## config.mk

```make
export PLATFORM = sky130hd
export DESIGN_NAME = fdbd_dp
export DESIGN_NICKNAME = d
export VERILOG_FILES = /design/src/hdl/fdbd_pkg.sv /design/src/hdl/fdbd_dp.sv
export SDC_FILE = /design/constraint.sdc
export NUM_CORES = 1
export LEC_CHECK = 0
export BUFFER_PORTS_ARGS = -buffer_cell sky130_fd_sc_hd__buf_2
export CORE_MARGIN = 1
export CORE_UTILIZATION = 25
export CTS_CLUSTER_DIAMETER = 30
export DETAILED_ROUTE_END_ITERATION = 10
export PLACE_DENSITY = 0.36
export RECOVER_POWER = 25
export SLEW_MARGIN = 30
export SYNTH_ARGS = -nofsm -noshare
export SYNTH_HDL_FRONTEND = slang
export SYNTH_SLANG_ARGS = --single-unit
```

## constraint.sdc

```tcl
create_clock -name aclk -period 11.8 [get_ports aclk]
set_input_delay 3.54 -clock aclk [delete_from_list [all_inputs] [get_ports aclk]]
set_output_delay 3.54 -clock aclk [all_outputs]
set_load 0.02 [all_outputs]
```

## src/hdl/fdbd_pkg.sv

```systemverilog
`timescale 1ns / 1ps
// ----------------------------------------------------------------------------
// fdbd_pkg
// shared types, constants and the toggle mask table for the descrambler
// ----------------------------------------------------------------------------
package fdbd_pkg;

    localparam int unsigned FibW   = 32;
    localparam int unsigned ByteW  = 8;
    localparam int unsigned QuoW   = 29;   // floor((2^32-1)/10) fits in 29 bits
    localparam int unsigned DigitW = 3;

    // reciprocal of 10 scaled by 2^35
    localparam logic [FibW-1:0] RecipTen   = 32'hCCCC_CCCD;
    localparam int unsigned     RecipShift = 35;

    typedef enum logic [2:0] {
        ST_IDLE,
        ST_SEED,
        ST_FILL,
        ST_MUL,
        ST_DIV,
        ST_EMIT
    } fdbd_state_t;

    typedef enum logic {
        DIG_SHIFT  = 1'b0,
        DIG_TOGGLE = 1'b1
    } fdbd_digit_t;

    // controller to datapath
    typedef struct packed {
        logic        load;      // capture input word (seeds restart the pair)
        logic        fib_step;  // one seed advance of the pair
        logic        fill;      // reload digit source from the pair
        logic        mul;       // reciprocal multiply of the source magnitude
        logic        div;       // finish the digit draw
        fdbd_digit_t digit;     // which digit the draw produces
        logic        out_load;  // load the result register
    } fdbd_cmd_t;

    // datapath to controller
    typedef struct packed {
        logic src_zero;
        logic cnt_zero;
        logic out_busy;
    } fdbd_sts_t;

    function automatic logic [ByteW-1:0] toggle_mask(input logic [DigitW-1:0] idx);
        logic [ByteW-1:0] m;
        unique case (idx)
            3'd0:    m = 8'h00;
            3'd1:    m = 8'h01;
            3'd2:    m = 8'h02;
            3'd3:    m = 8'h04;
            3'd4:    m = 8'h08;
            3'd5:    m = 8'h10;
            3'd6:    m = 8'h20;
            default: m = 8'h80;
        endcase
        return m;
    endfunction

endpackage

```

## src/hdl/fdbd_dp.sv

```systemverilog
`timescale 1ns / 1ps
// ----------------------------------------------------------------------------
// fdbd_dp
// fibonacci pair, digit source, divide-by-ten unit and output register
// ----------------------------------------------------------------------------
module fdbd_dp
    import fdbd_pkg::*;
(
    input  logic             aclk,
    input  logic             aresetn,
    input  logic [ByteW-1:0] s_data,
    input  logic             s_first,
    input  fdbd_cmd_t        cmd,
    output fdbd_sts_t        sts,
    output logic             m_valid,
    input  logic             m_ready,
    output logic [ByteW-1:0] m_data
);

    logic [FibW-1:0]   fib_now_reg, fib_now_next;
    logic [FibW-1:0]   fib_before_reg, fib_before_next;
    logic [FibW-1:0]   src_reg, src_next;
    logic [ByteW-1:0]  cnt_reg, cnt_next;
    logic [ByteW-1:0]  byte_reg, byte_next;
    logic [QuoW-1:0]   quo_reg, quo_next;
    logic [DigitW-1:0] shift_reg, shift_next;
    logic [DigitW-1:0] toggle_reg, toggle_next;
    logic [ByteW-1:0]  out_reg, out_next;
    logic              out_valid_reg, out_valid_next;

    logic                src_neg;
    logic [FibW-1:0]     src_mag;
    logic [2*FibW-1:0]   product;
    logic [FibW-1:0]     quo_ext;
    logic [FibW-1:0]     quo_x10;
    logic [3:0]          rem;
    logic [DigitW-1:0]   digit;
    logic [ByteW-1:0]    toggled;
    logic [2*ByteW-1:0]  rot_wide;

    // magnitude and reciprocal multiply
    assign src_neg = src_reg[FibW-1];
    assign src_mag = src_neg ? (~src_reg + FibW'(1)) : src_reg;
    assign product = src_mag * RecipTen;

    // remainder from registered quotient
    assign quo_ext = {{(FibW-QuoW){1'b0}}, quo_reg};
    assign quo_x10 = (quo_ext << 3) + (quo_ext << 1);
    assign rem     = src_mag[3:0] - quo_x10[3:0];
    assign digit   = src_neg ? (~rem[DigitW-1:0] + DigitW'(1)) : rem[DigitW-1:0];

    // toggle then rotate left
    assign toggled  = byte_reg ^ toggle_mask(toggle_reg);
    assign rot_wide = {toggled, toggled} << shift_reg;

    assign sts.src_zero = (src_reg == '0);
    assign sts.cnt_zero = (cnt_reg == '0);
    assign sts.out_busy = out_valid_reg && !m_ready;

    always_comb begin
        fib_now_next    = fib_now_reg;
        fib_before_next = fib_before_reg;
        src_next        = src_reg;
        cnt_next        = cnt_reg;
        byte_next       = byte_reg;
        quo_next        = quo_reg;
        shift_next      = shift_reg;
        toggle_next     = toggle_reg;
        out_next        = out_reg;
        out_valid_next  = out_valid_reg && !m_ready;

        if (cmd.load) begin
            byte_next = s_data;
            if (s_first) begin
                fib_now_next    = {{(FibW-1){1'b0}}, 1'b1};
                fib_before_next = '0;
                src_next        = '0;
                cnt_next        = s_data;
            end
        end
        if (cmd.fib_step || cmd.fill) begin
            fib_now_next    = fib_now_reg + fib_before_reg;
            fib_before_next = fib_now_reg;
        end
        if (cmd.fib_step) begin
            cnt_next = cnt_reg - ByteW'(1);
        end
        if (cmd.fill) begin
            src_next = fib_now_reg;
        end
        if (cmd.mul) begin
            quo_next = product[RecipShift +: QuoW];
        end
        if (cmd.div) begin
            src_next = src_neg ? (~quo_ext + FibW'(1)) : quo_ext;
            if (cmd.digit == DIG_SHIFT) begin
                shift_next = digit;
            end else begin
                toggle_next = digit;
            end
        end
        if (cmd.out_load) begin
            out_next       = rot_wide[2*ByteW-1 -: ByteW];
            out_valid_next = 1'b1;
        end
    end

    always_ff @(posedge aclk) begin
        if (!aresetn) begin
            fib_now_reg    <= {{(FibW-1){1'b0}}, 1'b1};
            fib_before_reg <= '0;
            src_reg        <= '0;
            cnt_reg        <= '0;
            out_valid_reg  <= 1'b0;
        end else begin
            fib_now_reg    <= fib_now_next;
            fib_before_reg <= fib_before_next;
            src_reg        <= src_next;
            cnt_reg        <= cnt_next;
            out_valid_reg  <= out_valid_next;
        end
    end

    always_ff @(posedge aclk) begin
        byte_reg   <= byte_next;
        quo_reg    <= quo_next;
        shift_reg  <= shift_next;
        toggle_reg <= toggle_next;
        out_reg    <= out_next;
    end

    assign m_valid = out_valid_reg;
    assign m_data  = out_reg;

endmodule

```

After elaboration in Yosys (flattened, before gate mapping)
Cells that the tools add are included.
Storage, ports and cells
  bits in latches: 0
  memories kept: 0
  memory bits (writable): 0
  bits of input ports: 19
  bits in registers: 156
  ROM bits: 0
  logic and storage cells: 63
Operators by class
  mux-type cells: 16
  add/sub/neg operators: 7
  shift operators: 1
  reductions and logical operators: 17
  $mul: 1
  magnitude comparators: 0
  divide/modulo/power cells: 0
  bitwise logic cells: 5
  equal/unequal tests: 6
Operators by type and width (count)
  $mux W32: 10
  $add A32 B1 Y32 const B: 2
  $mul A32 B32 Y64 const B: 1
  $pmux W8 S7: 1
  $add A32 B32 Y32: 1
  $logic_not A32 Y1: 1
  $not A29 Y32: 1
  $not A32 Y32: 1
  $mux W8: 3
  $shl A16 B3 Y16: 1
  $reduce_and A2 Y1: 5
  $eq A3 B3 Y1 const B: 3
  $logic_not A8 Y1: 1
  $reduce_bool A2 Y1: 4
  $sub A8 B1 Y8 const B: 1
  $xor A8 B8 Y8: 1
  $eq A3 B2 Y1 const B: 2
  $reduce_bool A3 Y1: 2
  $add A1 B3 Y3 const A: 1
  $add A3 B1 Y3 const B: 1
  $eq A3 B1 Y1 const B: 1
  $logic_not A3 Y1: 1
  $mux W3: 1
  $not A3 Y3: 1
  6 further kinds: 6

Depth between registers and ports, before layout
  depth in word-level cells: 7
  mapped depth: 36
  depth with buffers taken out: 36

Least setup slack after synthesis
Ideal clock, no wire load.
  kind: flip-flop to flip-flop
  start point: reg src_reg[0]
  end point: reg quo_reg[9] (data pin)
  cell stages (with the launch flop): 34
  slack: 2.896 ns
  clock period less this slack: 8.904 ns
  arrival: 8.638 ns
  required time: 11.534 ns
  cells stage by stage: dfxtp_1 -> inv_1 -> ha_1 -> nand2_1 -> or3_1 -> or4_4 -> nand2b_1 -> or3_1 -> o21ai_0 -> xor2_1 -> inv_1 -> ha_1 -> ha_1 -> fa_1 -> inv_1 -> fa_1 -> inv_1 -> fa_1 -> fa_1 -> fa_1 -> inv_1 -> fa_1 -> inv_1 -> ha_1 -> a21o_1 -> a21o_1 -> a21oi_1 -> nor2_1 -> a2111oi_0 -> and3_1 -> a21oi_1 -> a21oi_1 -> o221ai_1 -> xor2_1
Between the ends
  longest elaborated chain between the ends: 4
RTL lines
  from (decl): RTL line fdbd_dp.sv:22  | logic [FibW-1:0] src_reg, src_next;
  from (signal assigned): RTL line fdbd_dp.sv:118  | src_reg <= src_next;
  $not A32 Y32: RTL line fdbd_dp.sv:43  | assign src_mag = src_neg ? (~src_reg + FibW'(1)) : src_reg;
  $add A32 B1 Y32: RTL line fdbd_dp.sv:43
  $mux W32 *: RTL line fdbd_dp.sv:43
  $mul A32 B32 Y64 *: RTL line fdbd_dp.sv:44  | assign product = src_mag * RecipTen;
  via product[44]: RTL line fdbd_dp.sv:33  | logic [2*FibW-1:0] product;
  to (signal assigned): RTL line fdbd_dp.sv:126  | quo_reg <= quo_next;
  to (decl): RTL line fdbd_dp.sv:25  | logic [QuoW-1:0] quo_reg, quo_next;
Mark *: on every way through the listed nets, which the timed path passes. The rest lies on a longest branch.
A chain may end at the register's enable or synchronous reset.

Worst setup path after layout
  start point: reg src_reg[1]
  end point: reg quo_reg[28] (data pin)
Same word-level chain as after synthesis.

==> flow_summary_export.csv <==
group,metric,value,unit
logic_synthesis,netlist_instances,2688,
setup_path,rr_worst_depth,33,
logic_synthesis,yosys.area.top_type,"fa_1",
setup_path,required,12.07,ns
drt,first_pass_iters,5,
setup_path,end_kind,"flop",
grt,grt_max_degree,67,
floorplanning,dieWidth,322.4,µm
status,violations,"capacitance limit, slew limit",
clock_network,cts_setup_buffers,0,
drt,drt_iter0_drc,1059,
floorplanning,dieArea,103900,µm²
drt,via_per_inst,4.586,
status,status,"finished with violations",
drt,antenna_left,0,
logic_synthesis,yosysTopAreaCellShare,31.36,%
logic_synthesis,netlist_top_cells_area,"fa_1 (31%), ha_1 (18%), inv_1 (9.2%)",
timing,finClkSkew,0.01407,ns
setup_path,max_stage_delay,0.64,ns
clock_network,cts_sinks,156,
setup_path,cp-start-kind,"flop",
placed_design,io_buffers,30,
final_layout,area_delta_synth_final,9.390,%
clock_network,cts_tree,"done",
clock_network,cts_hold_buf,0,
worst_hold_path,hp-start,"cnt_reg[6]",
timing,min_period,10.74,ns
final_layout,final_common_cell,"inv_1",
final_layout,n_antenna_cell,0,
grt,antenna_found_initial,1,
timing,clock.fmax,0.09312,GHz
logic_synthesis,syn-cell-area,25660,µm²
clock_network,root_buffer,"clkbuf_16",
clock_network,clockBufferDepth,2,
timing,tns,0,ns
clock_network,htreeDepth,4,
logic_synthesis,yosys_warnings,0,
setup_path,worst_ep_arrival_time,11.01,ns
worst_hold_path,min_path_type,"flop to flop",
drt,wl_per_cell,21.07,µm
setup_path,rrSetupSlack,1.06,ns
timing,setup_viol,0,
clock_network,cts_resized,0,
floorplanning,die_y,322.4,µm
timing,rsz0062_at_grt,"false",
setup_path,path_class,"flop to flop",
logic_synthesis,synthesis.nets,3484,
clock_network,cts_made_buffers,17,
final_layout,mostFrequentLayoutCells,"inv_1 (629), fa_1 (402), ha_1 (375), nor2_1 (160), a21oi_1 (109)",
logic_synthesis,synth-seq-cells,156,
timing,final-hold-violation-count,0,
grt,grtUsageTotal,16.86,%
final_layout,nets,3492,
drt,vias,18700,
run,maxCapViolCount,1,
grt,grt_pass1_wl,129.2,mm
logic_synthesis,ys_seq_area_share,14.16,%
drt,wirelength,85.91,mm
drt,drc_errors,0,
grt,grt_pass1_vias,20070,
timing,finalMaxSlewViolations,30,
logic_synthesis,synth_edf_count,51,
placed_design,dp_hpwl,75.98,mm
setup_path,rr_startpoint,"src_reg[1]",
final_layout,drive_gt1_share,3.839,%
logic_synthesis,syn_area_per_cell,9.547,µm²
setup_path,rr_endpoint,"quo_reg[28]",
floorplanning,row_count,117,
timing,worst_slew_pin_slew,1.751,ns
worst_hold_path,hold_end,"cnt_reg[6]",
timing,period_share,91.01,%
clock_network,insertion_delay,0.45,ns
grt,grt-ovfl-total,0,
floorplanning,pin_count,31,
logic_synthesis,synthFlopType,"dfxtp_1",
setup_path,crit_fanout,6,
clock_network,clk_pin_slew_worst_paths,0.07,ns
setup_path,slowest_stage,"ha_1",
timing,maxSlewHeadroom,-16.75,%
logic_synthesis,yosysUniqueCellTypes,79,
logic_synthesis,ys_async_sr_fraction,0,%
floorplanning,coreArea,101700,µm²
floorplanning,initial_core_util,25.22,%
placed_design,gp_congestion,0.8833,
worst_hold_path,worstHoldPathCells,1,
[logic make-up after synthesis]
logic type / share of synthesized area, %
xor gates and xnor gates: 4.949
muxes: 0.7460
and+or+nand+nor: 8.279
AOI/OAI and AO/OA: 12.05
buffers and inverters: 10.17
DFF: 14.16
adders and majority gates: 49.64
[area by class of cell]
cell class	count	area (µm²)
Inverter	632	2372
Clock inverter	10	86.33
Sequential cell	156	3633
Fill cell	10830	73670
Multi-Input combinational cell	1837	19470
Clock buffer	22	506.7
Timing Repair Buffer	52	294.0
Tap cell	1368	1712
[layer usage]
metal	vias to the layer above	routed length [µm]	GRT usage [%]
met3	57	2378	1.519
met2	322	42520	29.72
li1	8808	-	-
met1	9509	39450	22.47
met4	0	1557	3.026
met5	-	0	0
[cell usage after synthesis (7+ instances only)]
cell type  instances
a211oi_1          29
nor3_1            24
or3_1             10
nand4_1           19
a221oi_1          15
and3_1            12
o41ai_1            8
dfxtp_1          105
xnor2_1          100
nor2b_1           15
ha_1             375
o21ai_0           71
inv_1            629
a222oi_1          13
a31oi_1            9
nand2_1          106
a22oi_1           55
mux2i_1           18
xor2_1            45
nand2b_1          17
a21oi_1          109
nor4_1             7
fa_1             402
a21o_1            52
o21a_1             7
edfxtp_1          51
clkbuf_1          58
o31ai_1           18
nand3_1           29
o21bai_1          12
nor2_1           162
[critical path: cells and delay by family (launching register included)]
kind / cells / cell delay (ns)
fa+ha+maj: 10 / 4.69
simple gates: 10 / 2.80
compound gates: 6 / 1.66
buf+inv: 6 / 0.62
xor+xnor: 1 / 0.41
flops: 1 / 0.34
[how the worst max path moves through the flow]
stage               start     endpoint  slack, ns  cells past startpoint
2_1_floorplan  src_reg[0]   quo_reg[9]       2.90                     33
3_3_place_gp   src_reg[1]   quo_reg[9]       0.63                     33
3_5_place_dp   src_reg[1]  quo_reg[28]       1.03                     33
4_1_cts        src_reg[1]  quo_reg[28]       0.97                     33
5_1_grt        src_reg[1]  quo_reg[28]       0.58                     33
6_report       src_reg[1]  quo_reg[28]       1.06                     33
[stage by stage]
stage	instance area (µm²)	hold slack [ns]	worst slack (ns)	instances	utilization, %
after global placement	27470	0.4732	0.6340	4045	27.00
after global routing	28070	0.5279	0.5779	4077	27.59
after CTS	28080	0.4919	0.9666	4077	27.60
after floorplan	25660	0.4462	2.896	2688	-
after detailed placement	27490	0.4757	1.027	4045	27.02
final	28070	0.4839	1.061	4077	27.59
Power is left out: the tool's default activity adds up to more than one toggle a clock period on the data nets, which glitch-free logic cannot reach.
