**src/hdl/fdbd_pkg.sv**
```systemverilog
`timescale 1ns / 1ps
// ----------------------------------------------------------------------------
// fdbd_pkg
// shared types, constants and the toggle mask table for the descrambler
// ----------------------------------------------------------------------------
package fdbd_pkg;

    localparam int unsigned FibW   = 32;
    localparam int unsigned ByteW  = 8;
    localparam int unsigned QuoW   = 29;   // floor((2^32-1)/10) fits in 29 bits
    localparam int unsigned DigitW = 3;

    // reciprocal of 10 scaled by 2^35
    localparam logic [FibW-1:0] RecipTen   = 32'hCCCC_CCCD;
    localparam int unsigned     RecipShift = 35;

    typedef enum logic [2:0] {
        ST_IDLE,
        ST_SEED,
        ST_FILL,
        ST_MUL,
        ST_DIV,
        ST_EMIT
    } fdbd_state_t;

    typedef enum logic {
        DIG_SHIFT  = 1'b0,
        DIG_TOGGLE = 1'b1
    } fdbd_digit_t;

    // controller to datapath
    typedef struct packed {
        logic        load;      // capture input word (seeds restart the pair)
        logic        fib_step;  // one seed advance of the pair
        logic        fill;      // reload digit source from the pair
        logic        mul;       // reciprocal multiply of the source magnitude
        logic        div;       // finish the digit draw
        fdbd_digit_t digit;     // which digit the draw produces
        logic        out_load;  // load the result register
    } fdbd_cmd_t;

    // datapath to controller
    typedef struct packed {
        logic src_zero;
        logic cnt_zero;
        logic out_busy;
    } fdbd_sts_t;

    function automatic logic [ByteW-1:0] toggle_mask(input logic [DigitW-1:0] idx);
        logic [ByteW-1:0] m;
        unique case (idx)
            3'd0:    m = 8'h00;
            3'd1:    m = 8'h01;
            3'd2:    m = 8'h02;
            3'd3:    m = 8'h04;
            3'd4:    m = 8'h08;
            3'd5:    m = 8'h10;
            3'd6:    m = 8'h20;
            default: m = 8'h80;
        endcase
        return m;
    endfunction

endpackage

```
**src/hdl/fdbd_ctrl.sv**
```systemverilog
`timescale 1ns / 1ps
// ----------------------------------------------------------------------------
// fdbd_ctrl
// sequencer for seed advance, two digit draws and result hand-off
// ----------------------------------------------------------------------------
module fdbd_ctrl
    import fdbd_pkg::*;
(
    input  logic      aclk,
    input  logic      aresetn,
    input  logic      s_tvalid,
    input  logic      s_first,
    output logic      s_tready,
    input  fdbd_sts_t sts,
    output fdbd_cmd_t cmd
);

    fdbd_state_t state_reg, state_next;
    fdbd_digit_t digit_reg, digit_next;

    always_ff @(posedge aclk) begin
        if (!aresetn) begin
            state_reg <= ST_IDLE;
            digit_reg <= DIG_SHIFT;
        end else begin
            state_reg <= state_next;
            digit_reg <= digit_next;
        end
    end

    always_comb begin
        state_next = state_reg;
        digit_next = digit_reg;
        s_tready   = 1'b0;
        cmd        = '0;
        cmd.digit  = digit_reg;
        unique case (state_reg)
            ST_IDLE: begin
                s_tready = 1'b1;
                if (s_tvalid) begin
                    cmd.load   = 1'b1;
                    digit_next = DIG_SHIFT;
                    state_next = s_first ? ST_SEED : ST_FILL;
                end
            end
            ST_SEED: begin
                if (sts.cnt_zero) begin
                    state_next = ST_IDLE;
                end else begin
                    cmd.fib_step = 1'b1;
                end
            end
            ST_FILL: begin
                cmd.fill   = sts.src_zero;
                state_next = ST_MUL;
            end
            ST_MUL: begin
                cmd.mul    = 1'b1;
                state_next = ST_DIV;
            end
            ST_DIV: begin
                cmd.div = 1'b1;
                if (digit_reg == DIG_SHIFT) begin
                    digit_next = DIG_TOGGLE;
                    state_next = ST_FILL;
                end else begin
                    state_next = ST_EMIT;
                end
            end
            ST_EMIT: begin
                if (!sts.out_busy) begin
                    cmd.out_load = 1'b1;
                    state_next   = ST_IDLE;
                end
            end
            default: state_next = ST_IDLE;
        endcase
    end

endmodule

```
**config.mk**
```make
export PLATFORM = sky130hd
export DESIGN_NAME = fdbd_ctrl
export DESIGN_NICKNAME = d
export VERILOG_FILES = /design/src/hdl/fdbd_pkg.sv /design/src/hdl/fdbd_ctrl.sv
export SDC_FILE = /design/constraint.sdc
export NUM_CORES = 1
export LEC_CHECK = 0
export BUFFER_PORTS_ARGS = -buffer_cell sky130_fd_sc_hd__buf_2
export CORE_AREA = 2 2 39 41
export DETAILED_ROUTE_END_ITERATION = 16
export DIE_AREA = 0 0 41 43
export GPL_ROUTABILITY_DRIVEN = 1
export SYNTH_ARGS = -nofsm -noshare
export SYNTH_HDL_FRONTEND = slang
export SYNTH_SLANG_ARGS = --single-unit
```
**constraint.sdc**
```tcl
create_clock -name aclk -period 1.65 [get_ports aclk]
set_clock_uncertainty 0.2 [all_clocks]
set_input_delay 0.33 -clock aclk [delete_from_list [all_inputs] [get_ports aclk]]
set_output_delay 0.33 -clock aclk [all_outputs]
set_load 0.01 [all_outputs]
```
==> Yosys cells after proc, flatten, opt, wreduce, memory -nomap -nowiden <==
Cells that the tools add are included.
{ "op_classes": {"reduce_logical": 4, "eq_ne": 8, "n_mux": 18} }
{ "ops": {"columns": ["cell", "count"], "rows": [
  ["$pmux W3 S6", 1],
  ["$mux W3", 4],
  ["$mux W1", 11],
  ["$eq A3 B2 Y1 const B", 2],
  ["$eq A3 B3 Y1 const B", 2],
  ["$ne A2 B2 Y1 const B", 3],
  ["$eq A3 B1 Y1 const B", 1],
  ["$logic_not A3 Y1", 1],
  ["$reduce_and A3 Y1", 1],
  ["$mux W2", 1],
  ["$pmux W1 S2", 1],
  ["$reduce_and A2 Y1", 1],
  ["$reduce_bool A2 Y1", 1]
]} }
{ "word_totals": {"in_bits": 7, "output_inout_bits": 8, "register_bits": 4} }

==> Longest topological paths before layout <==
Gate-level depths: netlist (run 1).
{ "logic_depth": {"depth_word": 3, "depth_mapped": 4, "depth_no_buf": 3} }

==> Worst setup path after synthesis (run 1) <==
No wires, ideal clock.
{ "synth_path": {"path_kind": "reg2out", "startpoint": "reg state_reg[1]", "endpoint": "out cmd[5] (netlist name)", "t_arrival_ps": 951, "required_ps": 1120, "path_buffers": 1, "setup_slack_ps": 169, "path_stages_with_launch": 3, "cell_sequence": "dfxtp_1 > buf_4 > nor4b_1"} }
{ "synth_lines": {"columns": ["item", "line_no", "source"], "rows": [
  ["start, declared", "fdbd_ctrl.sv:18", "fdbd_state_t state_reg, state_next;"],
  ["start signal, assigned", "fdbd_ctrl.sv:26", "state_reg <= state_next;"],
  ["end, declared", "fdbd_ctrl.sv:15", "output fdbd_cmd_t cmd"]
]} }

==> run metrics, run 1 <==
chip width just over 40 um; Setup crit end cmd[6]; Worst EP arrival 1.09 ns; Ports 15; R2R Path Start state_reg[2]; synth top area cells dfxtp_1, buf_4, nand2_1; final setup fails 0; worst setup path class reg2out; reg2reg path depth 3; DP Wirelength 487.3 um; top-area cell type share of the netlist area 0.2656; final hold violations 0; clock buffer depth 2; post-synthesis sequential area ratio 0.2656; CP Data Required Time 1.12 ns; final hold slack 0.1671 ns; via count 291; die area about 0.0018 mm2; Synth top cells by count buf_4, dfxtp_1, nand2_1; fill count between 150 and 200; outcome finished clean; Cells after Synth 36; DR DRC count 0; VDD IR max 0.0003199 V; hold_sp aresetn; Tightest Hold Check Type in2reg; mean routed wirelength per cell 10.39 um; CTS tree done; worst-skew pair later-pin latency 0.24 ns; initial antenna violation count 0; slowest stage cell, crit path dfxtp_4; Slowest Stage Delay on Critical Path approximately 0.38 ns; clk sinks 4; RePlAce Congestion 0.6759; WP buf/inv 1; period utilization 0.9822; Max FO, Critical Path 12; setup tns final 0 ns; htree depth 1; Worst-path clk slew ~0.040 ns; global-route wire length before repair 1.055 mm; Worst Setup SP state_reg[1]; Vias/cell 4.409; Post-synth ARST share 0; Avg Cell Area, Syn approximately 8.4 um2; GR Overflow Total 0; Yosys warnings 0; diode count 0; cts bufs inserted 3; vias in the first global route roughly 240; crit-path cells nor3_4 > and2_4 > buf_2; Yosys reg bits 4; 1st-pass router iterations 4; R2R Setup Slk 0.51 ns; Layout area overhead 34.85%; Netlist cell types 22; antenna-violating nets left 0; wirelength, routed approximately 690 um; Max-slew headroom 0.8577; Post-Syn Area 301.5 um2; Max Slew Vio Count 0; largest area contributor in the netlist dfxtp_1; unrepaired setup endpoints after global routing true; min cycle time layout roughly 1.6 ns; Pleak 0.1792 nW; CTS root buffer clkbuf_4; port buffer count 14; FP Rows 14; share of layout cells above drive strength 1 0.5400; top_reg_cell synth dfxtp_1; GRT Util Overall 0.08853; EDFF count, synth 0; critical path depth in cells 3; max-cap viol count 0; Layout Nets 59; max FFs per register 3; Power Density roughly 760 mW/mm2; Core Region 0.001384 mm2; Final Util 0.2939; Max Clk Rate 0.6170 GHz; CP Launch Type flop; Slew @ Worst Pin 0.2105 ns; drt first-iter violations 6; Initial Util 0.2179; die height 43 um; crit end category primary output; Top delay family on crit path flip-flops; reg-to-reg endpoint state_reg[1]; Synth Net Count 43; largest net degree at the start of global routing 13
## worst register-to-register path: cells and delay by family, from the launching register on
family	cells	cell delay, ns
DFF	1	0.36
and+or+nand+nor	1	0.06
AOI/OAI and AO/OA	1	0.23
buffers and inverters	1	0.16
## kinds of logic (layout without fill, tap and decap cells)
kind of cell / count (synthesis) / count (layout) / share of synthesized area
simple gates: 18 / 18 / 0.3900
compound gates: 8 / 8 / 0.1743
buf+inv: 5 / 19 / 0.1369
flops: 4 / 4 / 0.2656
mux: 1 / 1 / 0.03320
## what timing repair did
action                     4_1_cts  5_1_grt
gates resized for setup          3        5
pin swaps                        1        1
hold buffers                     0        0
setup endpoints to repair        5        6
setup buffers                    1        0
hold endpoints to repair         0        0
## layout by cell type (no fill, tap or decap), drive strengths merged, types with 2 or more instances in the layout
master   n
buf     16
nand2    4
dfxtp    4
nor2     3
clkbuf   3
o21a     2
a21oi    2
nand3b   2
nor3b    2
nor3     2
o21ai    2
## report_power, final
group / total, mW / switching (mW) / internal (mW)
clock: 0.124 / 0.0428 / 0.0816
sequential: 0.118 / 0.0163 / 0.102
combinational: 0.0674 / 0.0281 / 0.0393
total: 0.310 / 0.0872 / 0.223
## worst min path at each step
stage,slack (ns),depth (start not counted),to
after floorplan,0.24,2,digit_reg
after global routing,0.17,2,state_reg[2]
final,0.17,2,state_reg[2]
after detailed placement,0.33,2,digit_reg
after global placement,0.31,2,digit_reg
after CTS,0.17,2,state_reg[2]
## metal layers
layer | GRT usage | part of all wire
met1 | 0.1262 | 0.49
met2 | 0.1063 | 0.44
met5 | 0 | 0
met4 | 0.04000 | 0
met3 | 0.04712 | 0.066
## per-stage QoR
stage                     total power, mW  instances  setup slack [ns]  cell area (um2)
after CTS                          0.3146         66          -0.01213            391.6
after detailed placement           0.1776         62            0.1214            357.8
after global routing               0.3295         66          -0.03448            406.6
after floorplan                    0.1606         36            0.1687            301.5
final                              0.3101         66           0.02929            406.6
after global placement             0.1776         62            0.1317            357.8
## layout make-up
class | instances | area (um2) | share of cell area
Timing Repair Buffer | 16 | 85.08 | 0.2092
Sequential cell | 4 | 91.34 | 0.2246
Tap cell | 16 | 20.02 | 0.04923
Clock buffer | 3 | 22.52 | 0.05538
Multi-Input combinational cell | 27 | 187.7 | 0.4615
Note: power is estimated with default switching activity, not from simulation.
==> inputs of run 2 (changes only) <==
--- a/config.mk
+++ b/config.mk
@@ -5,6 +5,7 @@
 export SDC_FILE = /design/constraint.sdc
 export NUM_CORES = 1
 export LEC_CHECK = 0
+export ABC_AREA = 1
 export BUFFER_PORTS_ARGS = -buffer_cell sky130_fd_sc_hd__buf_2
 export CORE_AREA = 2 2 39 41
 export DETAILED_ROUTE_END_ITERATION = 16
==> run metrics, run 2 <==
outcome finished clean (unchanged); commonest cells after routing, fill and taps aside buf_2, inv_1, nor2_1 (was buf_2, nand2_1, nor2_1, clkbuf_4, dfxtp_4); top_reg_cell synth dfxtp_1 (unchanged); via count 328 (was 291); Power Total 0.3378 mW (was 0.3101 mW); sequential cell area 86.33 um2 (was 91.34 um2); Yosys reg bits 4 (unchanged); count leader, synth inv_1; min cycle time layout 1.585 ns (was 1.621 ns); largest net degree at the start of global routing 7 (was 13); vias in the first global route 313 (was 242); reg2reg path depth 6 (was 3); final worst-path setup slack 0.06549 ns (was 0.02929 ns); Max Clk Rate 0.6311 GHz (was 0.6170 GHz); FP Rows 14 (unchanged); RePlAce Congestion 0.6485 (was 0.6759); 1st-pass router iterations 4 (unchanged); crit end category primary output (unchanged); setup tns final 0 ns (unchanged); Layout Nets 71 (was 59); diode count 0 (unchanged); period utilization 0.9603 (was 0.9822); worst setup path class reg2out (unchanged); Worst EP arrival 1.05 ns (was 1.09 ns); CP Launch Type flop (unchanged); Post-Syn Area 294.0 um2 (was 301.5 um2); Worst Setup SP state_reg[0] (was state_reg[1]); EDFF count, synth 0 (unchanged); VDD IR max 0.0002462 V (was 0.0003199 V); Setup crit end cmd[0] (was cmd[6]); wirelength, routed 662 um (was 686 um); Cells after Synth 47 (was 36); Max FO, Critical Path 4 (was 12); worst-skew pair later-pin latency 0.23 ns (was 0.24 ns); Core Region 0.001384 mm2 (unchanged); top-area cell type share of the netlist area 0.2723 (was 0.2656); share of layout cells above drive strength 1 0.4516 (was 0.5400); CTS tree done (unchanged); Avg Cell Area, Syn 6.256 um2 (was 8.376 um2); Power Density 843.6 mW/mm2 (was 762.5 mW/mm2); mean routed wirelength per cell 8.487 um (was 10.39 um); clk sinks 4 (unchanged); R2R Setup Slk 0.43 ns (was 0.51 ns); reg-to-reg endpoint state_reg[0] (was state_reg[1]); port buffer count 14 (unchanged); Vias/cell 4.205 (was 4.409); Slew @ Worst Pin 0.2213 ns (was 0.2105 ns); Netlist cell types 16 (was 22); Layout area overhead 36.17% (was 34.85%); final cell count without fillers 78 (was 66); Max Slew Vio Count 0 (unchanged); largest area contributor in the netlist dfxtp_1 (unchanged); Initial Util 0.2125 (was 0.2179); Yosys warnings 0 (unchanged); post-synthesis sequential area ratio 0.2723 (was 0.2656); pre-CTS setup slack 0.2636 ns (was 0.1214 ns); synth top area cells dfxtp_1, inv_1, nor2_1 (was dfxtp_1, buf_4, nand2_1); CP Data Required Time 1.12 ns (about the same); GRT Util Overall 0.1003 (was 0.08853); R2R Path Start state_reg[1] (was state_reg[2]); Synth top cells by count inv_1, nor2_1, nand2_1, nand3_1, dfxtp_1 (was buf_4, dfxtp_1, nand2_1); Worst-path clk slew 0.04 ns (about the same); setup bufs post-CTS 0 (was 1); CTS root buffer clkbuf_4 (unchanged); cts bufs inserted 3 (unchanged); fill count 160 (was 167); drt first-iter violations 7 (was 6); antenna-violating nets left 0 (unchanged); final setup fails 0 (unchanged); Ports 15 (unchanged); Max-slew headroom 0.8518 (was 0.8577); DP Wirelength 534.9 um (was 487.3 um); die height 43 um (unchanged); htree depth 1 (unchanged); hold_sp aresetn (unchanged); Pleak 0.2352 nW (was 0.1792 nW); Placed Cells incl. Taps 75 (was 62); commonest non-fill, non-tap cell in the layout buf_2 (unchanged); chip width 41 um (unchanged); DR DRC count 0 (unchanged); die area 0.001763 mm2 (unchanged); global-route wire length before repair 1.124 mm (was 1.055 mm); unrepaired setup endpoints after global routing true (unchanged); Post-synth ARST share 0 (unchanged); max-cap viol count 0 (unchanged); Tightest Hold Check Type in2reg (unchanged); final hold violations 0 (unchanged); Multi-input gate area 153.9 um2 (was 187.7 um2); final hold slack 0.09686 ns (was 0.1671 ns); GR Overflow Total 0 (unchanged); Synth Net Count 54 (was 43); initial antenna violation count 0 (unchanged); clock buffer depth 2 (unchanged); max FFs per register 3 (unchanged)
[run 2: cell types whose count changed after synthesis, sizes merged, moves of 3 or more]
cell | before | now
nand3 | 0 | 5
nor2 | 3 | 11
buf | 5 | 2
inv | 0 | 12
[run 2: through the flow]
step / area (um2) / util
floorplan: 294.0 / -
global placement: 369.1 / 0.2667
detailed placement: 369.1 / 0.2667
CTS: 391.6 / 0.2830
global route: 400.4 / 0.2893
finish: 400.4 / 0.2893
[run 2: worst min path at each step]
stage	to	slack [ns]	cells past startpoint
floorplan	state_reg[2]	0.23	2
global placement	digit_reg	0.32	2
detailed placement	digit_reg	0.33	2
CTS	state_reg[2]	0.09	3
global route	state_reg[2]	0.10	3
finish	state_reg[2]	0.1	3
[run 2: worst max-delay path, stage by stage (launching register included)]
cell	delay (ns)
dfxtp_2	0.35
inv_1	0.08
nor4_1	0.22
buf_2	0.17
[run 2: per-layer routing]
layer	share of wire	vias to the layer above	routed length, um	global-route usage
met5	0	-	0	0
li1	-	177	-	-
met2	0.54	8	355	0.1469
met4	0.041	0	27	0.1200
met1	0.35	139	230	0.08974
met3	0.073	4	48	0.03665
[run 2: cell families (layout without fill, tap and decap cells)]
kind of cell / count (synthesis) / in the layout / synth area share
buffers and inverters: 14 / 29 / 0.2042
and+or+nand+nor: 24 / 24 / 0.4171
DFF: 4 / 4 / 0.2724
AOI/OAI and AO/OA: 5 / 5 / 0.1064
[run 2: what timing repair did]
item | CTS | global route
hold buffers | 0 | 0
setup endpoints to repair | 0 | 7
gates resized for setup | 0 | 5
[run 2: report_power, final]
group	total (mW)	internal, mW	switching, mW
Combinational	0.101	0.0423	0.0592
Sequential	0.117	0.106	0.0108
Clock	0.120	0.0812	0.0384
Total	0.338	0.229	0.108
[run 2: layout make-up]
class,instances,area share
Clock buffer,3,0.05625
Inverter,12,0.1188
Multi-Input combinational cell,29,0.3844
Sequential cell,4,0.2156
Tap cell,16,0.05000
Timing Repair Buffer,14,0.1750
==> inputs of run 3 (changes only) <==
--- a/config.mk
+++ b/config.mk
@@ -7,10 +7,12 @@
 export LEC_CHECK = 0
 export ABC_AREA = 1
 export BUFFER_PORTS_ARGS = -buffer_cell sky130_fd_sc_hd__buf_2
-export CORE_AREA = 2 2 39 41
+export CELL_PAD_IN_SITES_DETAIL_PLACEMENT = 2
+export CELL_PAD_IN_SITES_GLOBAL_PLACEMENT = 2
+export CORE_UTILIZATION = 19
 export DETAILED_ROUTE_END_ITERATION = 16
-export DIE_AREA = 0 0 41 43
 export GPL_ROUTABILITY_DRIVEN = 1
+export PLACE_DENSITY_LB_ADDON = 0.1
 export SYNTH_ARGS = -nofsm -noshare
 export SYNTH_HDL_FRONTEND = slang
 export SYNTH_SLANG_ARGS = --single-unit
==> run metrics, run 3 (synthesis gave the netlist of run 2 again) <==
Slowest Stage Delay on Critical Path 0.35 ns (about the same); DR DRC count 0 (unchanged); share of layout cells above drive strength 1 0.4516 (unchanged); CTS tree done (unchanged); Vias/cell 4.377 (was 4.205); most used cell, CP inv_1; WHS Endpoint state_reg[2] (unchanged); commonest non-fill, non-tap cell in the layout buf_2 (unchanged); GR Overflow Total 0 (unchanged); drt first-iter violations 1 (was 7); chip width 41.34 um (was 41 um); outcome finished clean (unchanged); Layout Nets 71 (unchanged); antenna-violating nets left 0 (unchanged); Post-Layout Inst Area 394.1 um2 (was 400.4 um2); vias in the first global route 271 (was 313); min cycle time layout 1.588 ns (was 1.585 ns); WP buf/inv 3 (was 2); Layout area overhead 34.04% (was 36.17%); Top delay family on crit path flip-flops (unchanged); Max FO, Critical Path 4 (unchanged); hold_sp aresetn (unchanged); wirelength, routed 815 um (was 662 um); cell depth of the worst min-delay path 3 (unchanged); mean routed wirelength per cell 10.58 um (was 8.487 um); crit end category primary output (unchanged); Pleak 0.2340 nW (was 0.2352 nW); htree depth 1 (unchanged); cts bufs inserted 3 (unchanged); reg-to-reg endpoint state_reg[0] (unchanged); final hold violations 0 (unchanged); worst setup path class reg2out (unchanged); diode count 0 (unchanged); R2R Path Start state_reg[1] (unchanged); die area 0.001709 mm2 (was 0.001763 mm2); Max-slew headroom 0.8659 (was 0.8518); Ports 15 (unchanged); max-cap viol count 0 (unchanged); period utilization 0.9624 (was 0.9603); Max Clk Rate 0.6297 GHz (was 0.6311 GHz); die height 41.34 um (was 43 um); CP Launch Type flop (unchanged); max FFs per register 3 (unchanged); Initial Util 0.2152 (was 0.2125); crit-path cells inv_1 > nor2_1 > nand2_1 > inv_1 > buf_2 (was inv_1 > nor4_1 > buf_2); setup tns final 0 ns (unchanged); slowest stage cell, crit path dfxtp_2 (unchanged); final hold slack 0.09684 ns (was 0.09686 ns); Area after DPL 367.9 um2 (was 369.1 um2); VDD IR max 0.0002632 V (was 0.0002462 V); Worst-path clk slew 0.04 ns (about the same); worst-skew pair later-pin latency 0.23 ns (about the same); DP Wirelength 675.1 um (was 534.9 um); R2R Setup Slk 0.37 ns (was 0.43 ns); commonest cells after routing, fill and taps aside buf_2, inv_1, nor2_1 (unchanged); clock buffer depth 2 (unchanged); Placed Cells incl. Taps 74 (was 75); RePlAce Congestion 0.6494 (was 0.6485); GRT Util Overall 0.1041 (was 0.1003); CTS root buffer clkbuf_4 (unchanged); Worst EP arrival 1.06 ns (was 1.05 ns); global-route wire length before repair 1.097 mm (was 1.124 mm); Power Total 0.3441 mW (was 0.3378 mW); FP Rows 13 (was 14); Power Density 873.2 mW/mm2 (was 843.6 mW/mm2); final cell count without fillers 77 (was 78); Tightest Hold Check Type in2reg (unchanged); fill count 179 (was 160); initial antenna violation count 0 (unchanged); via count 337 (was 328); final setup fails 0 (unchanged); reg2reg path depth 6 (unchanged); largest net degree at the start of global routing 7 (unchanged); hold_buf cts 0 (unchanged); Core Region 0.001366 mm2 (was 0.001384 mm2); setup bufs post-CTS 0 (unchanged); Max Slew Vio Count 0 (unchanged); unrepaired setup endpoints after global routing true (unchanged); port buffer count 14 (unchanged); CP Data Required Time 1.12 ns (about the same); 1st-pass router iterations 2 (was 4); Slew @ Worst Pin 0.1994 ns (was 0.2213 ns); clk sinks 4 (unchanged)
run 3: cell counts in the layout (fill, tap and decap cells not counted):
Identical to the previous run, type by type.
run 3: layout make-up:
type / count / area [um2] / share of cell area
clock buffer: 3 / 22.52 / 0.05714
inverter: 12 / 45.04 / 0.1143
multi-input combinational: 29 / 153.9 / 0.3905
sequential: 4 / 83.83 / 0.2127
tap: 15 / 18.77 / 0.04762
timing repair buffer: 14 / 70.07 / 0.1778
run 3: power by group:
| part | total, mW | switching, mW | internal, mW |
|---|---|---|---|
| combinational | 0.105 | 0.0638 | 0.0414 |
| sequential | 0.117 | 0.0114 | 0.106 |
| clock | 0.122 | 0.0402 | 0.0814 |
| total | 0.344 | 0.115 | 0.229 |
run 3: tightest hold or removal path, cell delays in order:
cell and delay, ns:
buf_2 0.09, nand2_1 0.05, inv_1 0.04
run 3: what timing repair did:
action                     4_1_cts  5_1_grt
setup endpoints to repair        3        5
resized for setup                1        2
pin swaps                        1        0
run 3: per-stage QoR:
step | utilization | worst slack (ns)
2_1_floorplan | - | 0.2508
3_3_place_gp | 0.2692 | 0.2372
3_5_place_dp | 0.2692 | 0.2356
4_1_cts | 0.2866 | 0.01758
5_1_grt | 0.2885 | -0.02881
6_report | 0.2885 | 0.06205
run 3: routing by layer:
layer	wire, um	vias up	track usage
met5	0	-	0
li1	-	174	-
met1	401	154	0.1254
met4	0	0	0.09677
met3	34	0	0.01596
met2	379	9	0.1563
run 3: worst max-delay path by stage:
| stage | cells after the start | slack (ns) | end | startpoint |
|---|---|---|---|---|
| 2_1_floorplan | 2 | 0.25 | cmd[0] | state_reg[0] |
| 4_1_cts | 3 | 0.02 | cmd[4] | state_reg[1] |
| 3_5_place_dp | 5 | 0.24 | cmd[5] | state_reg[0] |
| 5_1_grt | 5 | -0.03 | cmd[5] | state_reg[0] |
| 3_3_place_gp | 5 | 0.24 | cmd[5] | state_reg[0] |
| 6_report | 5 | 0.06 | cmd[5] | state_reg[0] |
